<file path="config.mk">
export PLATFORM = sky130hd
export DESIGN_NAME = json_string_unescape_utf8_core
export DESIGN_NICKNAME = d
export VERILOG_FILES = /design/src/design/jsu_pkg.sv /design/src/design/jsu_front.sv /design/src/design/jsu_queue.sv /design/src/design/jsu_back.sv /design/src/design/json_string_unescape_utf8_core.sv
export SDC_FILE = /design/constraint.sdc
export NUM_CORES = 1
export LEC_CHECK = 0
export BUFFER_PORTS_ARGS = -buffer_cell sky130_fd_sc_hd__buf_2
export CAP_MARGIN = 0
export CORE_ASPECT_RATIO = 1.75
export CORE_MARGIN = 2
export CORE_UTILIZATION = 56
export CTS_CLUSTER_DIAMETER = 120
export DETAILED_ROUTE_END_ITERATION = 10
export PLACE_DENSITY = 0.76
export SYNTH_ARGS = -nofsm -noshare
export SYNTH_HDL_FRONTEND = slang
export SYNTH_SLANG_ARGS = --single-unit
</file>
<file path="constraint.sdc">
create_clock -name clk_i -period 2.9 [get_ports clk_i]
set_input_delay 0 -clock clk_i [delete_from_list [all_inputs] [get_ports clk_i]]
set_output_delay 0 -clock clk_i [all_outputs]
set_load 0.01 [all_outputs]
</file>
<file path="src/design/jsu_pkg.sv">
// jsu_pkg: shared types and codes for the json string unescaper
`timescale 1ns / 1ps

package jsu_pkg;

  // result kinds
  localparam logic [1:0] KIND_DATA  = 2'd0;
  localparam logic [1:0] KIND_DONE  = 2'd1;
  localparam logic [1:0] KIND_ERROR = 2'd2;

  // error codes
  localparam logic [3:0] ERR_NONE         = 4'd0;
  localparam logic [3:0] ERR_CONTROL      = 4'd1;
  localparam logic [3:0] ERR_BAD_ESCAPE   = 4'd2;
  localparam logic [3:0] ERR_BAD_HEX      = 4'd3;
  localparam logic [3:0] ERR_BAD_PAIR     = 4'd4;
  localparam logic [3:0] ERR_MISSING_PAIR = 4'd5;
  localparam logic [3:0] ERR_CUT_ESCAPE   = 4'd6;
  localparam logic [3:0] ERR_CUT_HEX      = 4'd7;
  localparam logic [3:0] ERR_UNTERMINATED = 4'd8;

  // depth of the job queue between front and back
  localparam int unsigned QUEUE_DEPTH = 4;

  typedef struct packed {
    logic [7:0] in_byte;
    logic       end_of_text;
  } in_item_t;

  typedef struct packed {
    logic [7:0] out_byte;
    logic [1:0] kind;
    logic [3:0] error_code;
    logic       last;
  } out_item_t;

  // one job: a code point to encode, or a done/error marker
  typedef struct packed {
    logic [20:0] code_point;
    logic [1:0]  len_m1;      // utf-8 byte count minus one
    logic [1:0]  kind;
    logic [3:0]  error_code;
  } job_t;

  // queue head as seen by the back end
  typedef struct packed {
    logic valid;
    job_t job;
  } head_t;

endpackage

</file>
<file path="src/design/jsu_front.sv">
// jsu_front: accepts text bytes, runs the string parser and issues jobs
`timescale 1ns / 1ps

module jsu_front (
  input  logic             clk_i,
  input  logic             rst_ni,
  input  logic             accept_i,
  input  jsu_pkg::in_item_t item_i,
  output logic             job_valid_o,
  output jsu_pkg::job_t    job_o
);
  import jsu_pkg::*;

  localparam logic [3:0] PH_IDLE    = 4'd0;
  localparam logic [3:0] PH_STR     = 4'd1;
  localparam logic [3:0] PH_ESC     = 4'd2;
  localparam logic [3:0] PH_HEX1    = 4'd3;
  localparam logic [3:0] PH_WANT_BS = 4'd4;
  localparam logic [3:0] PH_WANT_U  = 4'd5;
  localparam logic [3:0] PH_HEX2    = 4'd6;
  localparam logic [3:0] PH_ERR     = 4'd7;

  logic [3:0]  phase_q, phase_d;
  logic [15:0] acc_q, acc_d;
  logic [1:0]  cnt_q, cnt_d;
  logic [9:0]  hs_q, hs_d;

  logic [7:0]  c;
  logic [4:0]  hex_val;
  logic [15:0] acc_new;
  logic [20:0] pair_cp;

  // hex digit value, bit 4 set when not a digit
  function automatic logic [4:0] hex_digit(input logic [7:0] b);
    logic [4:0] v;
    v = 5'h10;
    if (b >= 8'h30 && b <= 8'h39) v = {1'b0, b[3:0]};
    else if ((b >= 8'h61 && b <= 8'h66) || (b >= 8'h41 && b <= 8'h46))
      v = {1'b0, b[3:0] + 4'd9};
    return v;
  endfunction

  function automatic job_t cp_job(input logic [20:0] cp);
    job_t j;
    j.code_point = cp;
    j.kind       = KIND_DATA;
    j.error_code = ERR_NONE;
    if (cp <= 21'h7f)        j.len_m1 = 2'd0;
    else if (cp <= 21'h7ff)  j.len_m1 = 2'd1;
    else if (cp <= 21'hffff) j.len_m1 = 2'd2;
    else                     j.len_m1 = 2'd3;
    return j;
  endfunction

  function automatic job_t mark_job(input logic [1:0] kind, input logic [3:0] err);
    job_t j;
    j.code_point = '0;
    j.len_m1     = 2'd0;
    j.kind       = kind;
    j.error_code = err;
    return j;
  endfunction

  assign c       = item_i.in_byte;
  assign hex_val = hex_digit(c);
  assign acc_new = {acc_q[11:0], hex_val[3:0]};
  assign pair_cp = 21'h10000 + {1'b0, hs_q, acc_new[9:0]};

  // next state and job
  always_comb begin
    phase_d     = phase_q;
    acc_d       = acc_q;
    cnt_d       = cnt_q;
    hs_d        = hs_q;
    job_valid_o = 1'b0;
    job_o       = mark_job(KIND_DATA, ERR_NONE);
    if (item_i.end_of_text) begin
      case (phase_q)
        PH_STR: begin
          job_valid_o = 1'b1;
          job_o       = mark_job(KIND_ERROR, ERR_UNTERMINATED);
        end
        PH_ESC: begin
          job_valid_o = 1'b1;
          job_o       = mark_job(KIND_ERROR, ERR_CUT_ESCAPE);
        end
        PH_HEX1, PH_HEX2: begin
          job_valid_o = 1'b1;
          job_o       = mark_job(KIND_ERROR, ERR_CUT_HEX);
        end
        PH_WANT_BS, PH_WANT_U: begin
          job_valid_o = 1'b1;
          job_o       = mark_job(KIND_ERROR, ERR_MISSING_PAIR);
        end
        default: ;
      endcase
      phase_d = PH_IDLE;
      acc_d   = '0;
      cnt_d   = '0;
    end else begin
      case (phase_q)
        PH_STR: begin
          job_valid_o = 1'b1;
          if (c == 8'h22) begin
            phase_d = PH_IDLE;
            job_o   = mark_job(KIND_DONE, ERR_NONE);
          end else if (c < 8'h20) begin
            phase_d = PH_ERR;
            job_o   = mark_job(KIND_ERROR, ERR_CONTROL);
          end else if (c == 8'h5c) begin
            phase_d     = PH_ESC;
            job_valid_o = 1'b0;
          end else begin
            // text bytes go out as one byte, 0x80 and above unchanged
            job_o        = cp_job({13'd0, c});
            job_o.len_m1 = 2'd0;
          end
        end
        PH_ESC: begin
          if (c == 8'h75) begin
            phase_d = PH_HEX1;
            acc_d   = '0;
            cnt_d   = '0;
          end else begin
            job_valid_o = 1'b1;
            phase_d     = PH_STR;
            case (c)
              8'h22, 8'h5c, 8'h2f: job_o = cp_job({13'd0, c});
              8'h62:               job_o = cp_job(21'h08);
              8'h66:               job_o = cp_job(21'h0c);
              8'h6e:               job_o = cp_job(21'h0a);
              8'h72:               job_o = cp_job(21'h0d);
              8'h74:               job_o = cp_job(21'h09);
              default: begin
                phase_d = PH_ERR;
                job_o   = mark_job(KIND_ERROR, ERR_BAD_ESCAPE);
              end
            endcase
          end
        end
        PH_HEX1, PH_HEX2: begin
          if (hex_val[4]) begin
            phase_d     = PH_ERR;
            job_valid_o = 1'b1;
            job_o       = mark_job(KIND_ERROR, ERR_BAD_HEX);
          end else begin
            acc_d = acc_new;
            if (cnt_q != 2'd3) begin
              cnt_d = cnt_q + 2'd1;
            end else begin
              cnt_d = '0;
              if (phase_q == PH_HEX1) begin
                if (acc_new >= 16'hd800 && acc_new <= 16'hdbff) begin
                  hs_d    = acc_new[9:0];
                  phase_d = PH_WANT_BS;
                end else begin
                  phase_d     = PH_STR;
                  job_valid_o = 1'b1;
                  job_o       = cp_job({5'd0, acc_new});
                end
              end else begin
                job_valid_o = 1'b1;
                if (acc_new >= 16'hdc00 && acc_new <= 16'hdfff) begin
                  phase_d = PH_STR;
                  job_o   = cp_job(pair_cp);
                end else begin
                  phase_d = PH_ERR;
                  job_o   = mark_job(KIND_ERROR, ERR_BAD_PAIR);
                end
              end
            end
          end
        end
        PH_WANT_BS: begin
          if (c == 8'h5c) begin
            phase_d = PH_WANT_U;
          end else begin
            phase_d     = PH_ERR;
            job_valid_o = 1'b1;
            job_o       = mark_job(KIND_ERROR, ERR_MISSING_PAIR);
          end
        end
        PH_WANT_U: begin
          if (c == 8'h75) begin
            phase_d = PH_HEX2;
            acc_d   = '0;
            cnt_d   = '0;
          end else begin
            phase_d     = PH_ERR;
            job_valid_o = 1'b1;
            job_o       = mark_job(KIND_ERROR, ERR_MISSING_PAIR);
          end
        end
        default: begin
          // idle, sticky error and unused codes: wait for an opening quote
          if (c == 8'h22) begin
            phase_d = PH_STR;
            acc_d   = '0;
            cnt_d   = '0;
          end
        end
      endcase
    end
  end

  // parser state
  always_ff @(posedge clk_i or negedge rst_ni) begin
    if (!rst_ni) begin
      phase_q <= PH_IDLE;
      acc_q   <= '0;
      cnt_q   <= '0;
      hs_q    <= '0;
    end else if (accept_i) begin
      phase_q <= phase_d;
      acc_q   <= acc_d;
      cnt_q   <= cnt_d;
      hs_q    <= hs_d;
    end
  end

endmodule

</file>
<file path="src/design/jsu_queue.sv">
// jsu_queue: short job queue between parser front and encoder back
`timescale 1ns / 1ps

module jsu_queue (
  input  logic           clk_i,
  input  logic           rst_ni,
  input  logic           push_i,
  input  jsu_pkg::job_t  job_i,
  output logic           full_o,
  input  logic           pop_i,
  output jsu_pkg::head_t head_o
);
  import jsu_pkg::*;

  localparam int unsigned PtrW = $clog2(QUEUE_DEPTH);
  localparam int unsigned CntW = $clog2(QUEUE_DEPTH + 1);

  job_t            mem_q [QUEUE_DEPTH];
  logic [PtrW-1:0] wr_ptr_q, rd_ptr_q;
  logic [CntW-1:0] cnt_q, cnt_d;

  assign full_o        = (cnt_q == CntW'(QUEUE_DEPTH));
  assign head_o.valid  = (cnt_q != '0);
  assign head_o.job    = mem_q[rd_ptr_q];

  always_comb begin
    cnt_d = cnt_q;
    if (push_i && !pop_i) cnt_d = cnt_q + CntW'(1);
    else if (!push_i && pop_i) cnt_d = cnt_q - CntW'(1);
  end

  // pointers and count
  always_ff @(posedge clk_i or negedge rst_ni) begin
    if (!rst_ni) begin
      wr_ptr_q <= '0;
      rd_ptr_q <= '0;
      cnt_q    <= '0;
    end else begin
      cnt_q <= cnt_d;
      if (push_i) wr_ptr_q <= (wr_ptr_q == PtrW'(QUEUE_DEPTH - 1)) ? '0 : wr_ptr_q + PtrW'(1);
      if (pop_i)  rd_ptr_q <= (rd_ptr_q == PtrW'(QUEUE_DEPTH - 1)) ? '0 : rd_ptr_q + PtrW'(1);
    end
  end

  // storage
  always_ff @(posedge clk_i) begin
    if (push_i) mem_q[wr_ptr_q] <= job_i;
  end

endmodule

</file>
<file path="src/design/jsu_back.sv">
// jsu_back: turns jobs into utf-8 bytes and markers, one item per cycle while the output is taken
`timescale 1ns / 1ps

module jsu_back (
  input  logic               clk_i,
  input  logic               rst_ni,
  input  jsu_pkg::head_t     head_i,
  output logic               pop_o,
  output logic               out_valid_o,
  input  logic               out_ready_i,
  output jsu_pkg::out_item_t out_item_o
);
  import jsu_pkg::*;

  logic      busy_q;
  job_t      job_q;
  logic [1:0] idx_q;
  logic      adv;
  logic      is_last;
  logic      out_valid_q;
  out_item_t out_q, out_d;

  assign adv     = busy_q && (!out_valid_q || out_ready_i);
  assign is_last = (idx_q == job_q.len_m1);
  assign pop_o   = head_i.valid && (!busy_q || (adv && is_last));

  // byte of the current job at the current index
  always_comb begin
    out_d.kind       = job_q.kind;
    out_d.error_code = job_q.error_code;
    out_d.last       = is_last;
    out_d.out_byte   = 8'h00;
    if (job_q.kind == KIND_DATA) begin
      case ({job_q.len_m1, idx_q})
        // single byte: ascii code point or raw text byte
        4'b00_00: out_d.out_byte = job_q.code_point[7:0];
        4'b01_00: out_d.out_byte = {3'b110, job_q.code_point[10:6]};
        4'b10_00: out_d.out_byte = {4'b1110, job_q.code_point[15:12]};
        4'b11_00: out_d.out_byte = {5'b11110, job_q.code_point[20:18]};
        4'b11_01: out_d.out_byte = {2'b10, job_q.code_point[17:12]};
        4'b10_01, 4'b11_10: out_d.out_byte = {2'b10, job_q.code_point[11:6]};
        4'b01_01, 4'b10_10, 4'b11_11: out_d.out_byte = {2'b10, job_q.code_point[5:0]};
        default: out_d.out_byte = 8'h00;
      endcase
    end
  end

  // current job and byte index
  always_ff @(posedge clk_i or negedge rst_ni) begin
    if (!rst_ni) begin
      busy_q <= 1'b0;
      idx_q  <= '0;
    end else if (pop_o) begin
      busy_q <= 1'b1;
      idx_q  <= '0;
    end else if (adv) begin
      busy_q <= !is_last;
      idx_q  <= idx_q + 2'd1;
    end
  end

  always_ff @(posedge clk_i) begin
    if (pop_o) job_q <= head_i.job;
  end

  // output register
  always_ff @(posedge clk_i or negedge rst_ni) begin
    if (!rst_ni) begin
      out_valid_q <= 1'b0;
    end else if (!out_valid_q || out_ready_i) begin
      out_valid_q <= busy_q;
    end
  end

  always_ff @(posedge clk_i) begin
    if (adv) out_q <= out_d;
  end

  assign out_valid_o = out_valid_q;
  assign out_item_o  = out_q;

endmodule

</file>
<file path="src/design/json_string_unescape_utf8_core.sv">
// json_string_unescape_utf8_core: one text byte per item in, utf-8 bytes and markers out
// Throughput: one input item per cycle while the job queue has room; each result
//   item is one step of the encoder, so an escape yielding k bytes holds it for k steps.
// Path: with queue and encoder empty, the job of an accepted item is written to the queue,
//   then the encoder takes the job, then loads the output register.
// Reset: asynchronous, active low; parser returns to waiting for a quote, queue and
//   output empty. Payload registers are not reset.
`timescale 1ns / 1ps

module json_string_unescape_utf8_core (
  input  logic               clk_i,
  input  logic               rst_ni,
  input  logic               in_valid_i,
  output logic               in_ready_o,
  input  jsu_pkg::in_item_t  in_item_i,
  output logic               out_valid_o,
  input  logic               out_ready_i,
  output jsu_pkg::out_item_t out_item_o
);
  import jsu_pkg::*;

  logic  accept;
  logic  job_valid;
  job_t  job;
  logic  push;
  logic  full;
  logic  pop;
  head_t head;

  assign in_ready_o = !full;
  assign accept     = in_valid_i && in_ready_o;
  assign push       = accept && job_valid;

  jsu_front u_front (
    .clk_i       (clk_i),
    .rst_ni      (rst_ni),
    .accept_i    (accept),
    .item_i      (in_item_i),
    .job_valid_o (job_valid),
    .job_o       (job)
  );

  jsu_queue u_queue (
    .clk_i  (clk_i),
    .rst_ni (rst_ni),
    .push_i (push),
    .job_i  (job),
    .full_o (full),
    .pop_i  (pop),
    .head_o (head)
  );

  jsu_back u_back (
    .clk_i       (clk_i),
    .rst_ni      (rst_ni),
    .head_i      (head),
    .pop_o       (pop),
    .out_valid_o (out_valid_o),
    .out_ready_i (out_ready_i),
    .out_item_o  (out_item_o)
  );

`ifndef SYNTHESIS
  // the encoder never takes a job from an empty queue
  a_pop_nonempty: assert property (@(posedge clk_i) disable iff (!rst_ni)
    pop |-> head.valid)
    else $error("job popped from empty queue");

  // markers are single-item results
  a_marker_last: assert property (@(posedge clk_i) disable iff (!rst_ni)
    out_valid_o && out_item_o.kind != KIND_DATA |-> out_item_o.last)
    else $error("marker result without last");

  // an error code appears exactly on error results
  a_err_code: assert property (@(posedge clk_i) disable iff (!rst_ni)
    out_valid_o |-> ((out_item_o.kind == KIND_ERROR) == (out_item_o.error_code != ERR_NONE)))
    else $error("error code does not match kind");

  // a waiting result holds its payload
  a_out_hold: assert property (@(posedge clk_i) disable iff (!rst_ni)
    out_valid_o && !out_ready_i |=> out_valid_o && $stable(out_item_o))
    else $error("result changed while waiting");
`endif

endmodule

</file>
==> results_dict.tcl <==
set metrics [dict create \
    first_iter_violations 430 \
    cp_max_fo 4 \
    clock_path_buffers 2 \
    grt_setup_unrepaired "yes" \
    initial_core_util 0.5714 \
    multi_input_area_um2 3104 \
    syn_area_per_cell_um2 13.74 \
    p_per_area_nw_per_um2 838.8 \
    grt_pass1_wl_um 31150 \
    wl_per_cell_um 21.28 \
    globalplace.congestion 0.9685 \
    seq_area_um2 5757 \
    worstHoldPathType "in2reg" \
    timing.final.ws_setup_ns 0.07177 \
    peakVddDrop_mv 0.4897 \
    finalCritPeriodShare 0.9753 \
    syn_nets 691 \
    rows 61 \
    synth_edf_count 160 \
    path_class "reg2reg" \
    setup_viol_count_final 0 \
    die_w_um 100.2 \
    start_kind "flip-flop" \
    ctsHtreeMaxLevel 4 \
    drt_wl_total_um 19470 \
    netlist_area_um2 9071 \
    maxCapViolations 0 \
    portBuffers 29 \
    numClockSinks 198 \
    worst_slew_pin_slew_ns 0.9593 \
    final-max-slew-violation-count 0 \
    first_pass_iters 5 \
    syn_inst 660 \
    cts_tree "yes" \
    fin_crit_ns 2.828 \
    seq_area_frac_synth 0.6345 \
    clk_pin_slew_ns 0.07 \
    status "finished clean" \
    io_pins 30 \
    diodes 0 \
    post-place-ws_ns 0.05946 \
    ys_ff_latch 198 \
    antenna_left 0 \
    final_hold_viol_count 0 \
    fillers 1169 \
    critPathRequiredTime_ns 3.22 \
    grt_pass1_vias 5869 \
    fin_worst_skew_ns 0.008260 \
    antenna_found_initial 0 \
    drc_errors 0 \
    crit_buf_inv 1 \
    p_leak_nw 3.748 \
    overflow 0 \
    slew_headroom 0.3605 \
    place_hpwl_um 13620 \
    drive_gt1_frac 0.2204 \
    finalHoldWorstSlack_ns 0.06859 \
    crit_chain "nand2_1 -> or4_4 -> or3_4 -> a21oi_2 -> o211ai_1 -> and3_1 -> ha_2 -> inv_2 -> fa_1 -> mux2_2" \
    syn2layout_area_growth_pct 13.26 \
    cp.arrival_ns 3.15 \
    cts_buffers 17 \
    ys_types 65 \
    worst_path_dominant_cell_family "simple AND/OR/NAND/NOR gates" \
    cts_root_buf "clkbuf_16" \
    nets 744 \
    vias 5707 \
    clkLatencyLatePin_ns 0.43 \
    synthArstFlopShare 0.1919 \
    grt_use_total 0.2422 \
    critPathMaxStageDelay_ns 0.57 \
    crit_slowest_cell "or4_4" \
    fin_area_um2 10270 \
    endpoint_kind "flip-flop" \
    place_area_um2 9623 \
    coreArea_um2 15880 \
    grt_start_max_net_pins 39 \
    via_per_inst 6.237 \
    die_h_um 172.4 \
    fmax_mhz 353.6 \
    synthFlopType "edfxtp_1" \
    die_area_um2 17270 \
    yosysWarnings 0 \
]
## kinds of logic after synthesis
group | synth area share
and+or+nand+nor | 0.1110
adders and majority gates | 0.02565
muxes | 0.1070
DFF | 0.6345
xor gates and xnor gates | 0.008690
buffers and inverters | 0.02497
AOI/OAI and AO/OA | 0.08814
## per-layer routing
metal	track usage	wire (um)	vias to the layer above	part of all wire
met1	0.2764	7239	2845	0.37
met3	0.03961	787	46	0.040
met5	0	0	-	0
met2	0.4395	10740	194	0.55
met4	0.1126	711	0	0.037
li1	-	-	2622	-
## cells in the mapped netlist (all sizes together) (9+ instances only)
master | count | area [um2]
a21oi | 33 | 165.2
a22oi | 9 | 67.56
and2 | 11 | 68.82
clkbuf | 25 | 93.84
dfrtp | 38 | 950.9
edfxtp | 160 | 4805
ha | 17 | 212.7
inv | 25 | 93.84
mux2 | 14 | 157.6
mux2i | 16 | 160.2
mux4 | 29 | 653.1
nand2 | 68 | 255.2
nor2 | 48 | 180.2
nor3 | 12 | 70.07
o21ai | 18 | 90.09
## worst min-delay path, delay by kind of cell
| kind | cells | cell delay (ns) |
|---|---|---|
| AO/OA/AOI/OAI | 2 | 0.29 |
| buffers and inverters | 1 | 0.17 |
## path summary, 6_finish.rpt
check                            startpoint              endpoint  slack [ns]  cells after the start
hold reg to reg             u_back.job_q[2]  u_back.out_item_o[3]        0.43                      0
hold / removal                 in_item_i[2]       u_front.hs_q[1]        0.07                      3
setup / recovery           u_front.acc_q[7]      u_queue.cnt_q[1]        0.07                     10
min in group asynchronous            rst_ni    u_back.out_valid_o        0.26                      2
setup reg to reg           u_front.acc_q[7]      u_queue.cnt_q[1]        0.07                     10
max in group asynchronous            rst_ni   u_queue.rd_ptr_q[0]        1.99                      2
## cell usage in the layout, fill, tap and decap left out, types with 7 or more instances in the layout
cell / Yosys / final
ha_1: 17 / 16
nor3_1: 10 / 10
mux2_2: 13 / 13
mux4_2: 29 / 29
dfrtp_1: 38 / 37
or2_2: 7 / 7
mux2i_1: 16 / 16
and2_1: 11 / 11
buf_2: 4 / 29
nor2_1: 48 / 48
clkbuf_16: 0 / 17
xor2_1: 7 / 7
buf_4: 1 / 32
o21ai_0: 18 / 18
nand3_1: 8 / 8
a22oi_1: 9 / 9
a21oi_1: 33 / 32
edfxtp_1: 160 / 160
nand2_1: 68 / 68
inv_1: 25 / 24
a21o_1: 8 / 8
## registers in the layout, summed over array words and instances, names as in the netlist, 2 cells and up
signal	flops
u_front.phase_q	3
u_queue.cnt_q	3
u_back.idx_q	2
u_queue.rd_ptr_q	2
u_front.hs_q	10
u_front.cnt_q	2
u_front.acc_q	12
u_queue.wr_ptr_q	2
u_queue.mem_q	116
u_back.job_q	29
u_back.out_item_o	15
## where the power goes
part	switching, mW	total [mW]	internal, mW
combinational	1.36	2.39	1.03
clock	1.05	2.34	1.29
sequential	0.204	3.89	3.68
## stage by stage
step                      instances  TNS (ns)    util  power, mW
after floorplan                 660         0       -      5.571
after global placement          877         0  0.6062      6.216
after detailed placement        877         0  0.6062      6.322
after CTS                       911         0  0.6450      8.680
after global routing            915  -0.03181  0.6471      9.036
final                           915         0  0.6471      8.617
## cell type report
class / count / share of cell area
tap: 189 / 0.02302
timing repair buffer: 67 / 0.04725
multi-input combinational: 404 / 0.3022
clock inverter: 15 / 0.01668
inverter: 25 / 0.009134
sequential: 198 / 0.5603
clock buffer: 17 / 0.04141
## what timing repair did
item / 4_1_cts / 5_1_grt
hold buffers: 2 / 0
buffers inserted: 0 / 4
gates resized for setup: 0 / 2
endpoints found under the setup margin: 0 / 1
hold endpoints to repair: 39 / 0
Note: power is estimated with default switching activity, not from simulation.
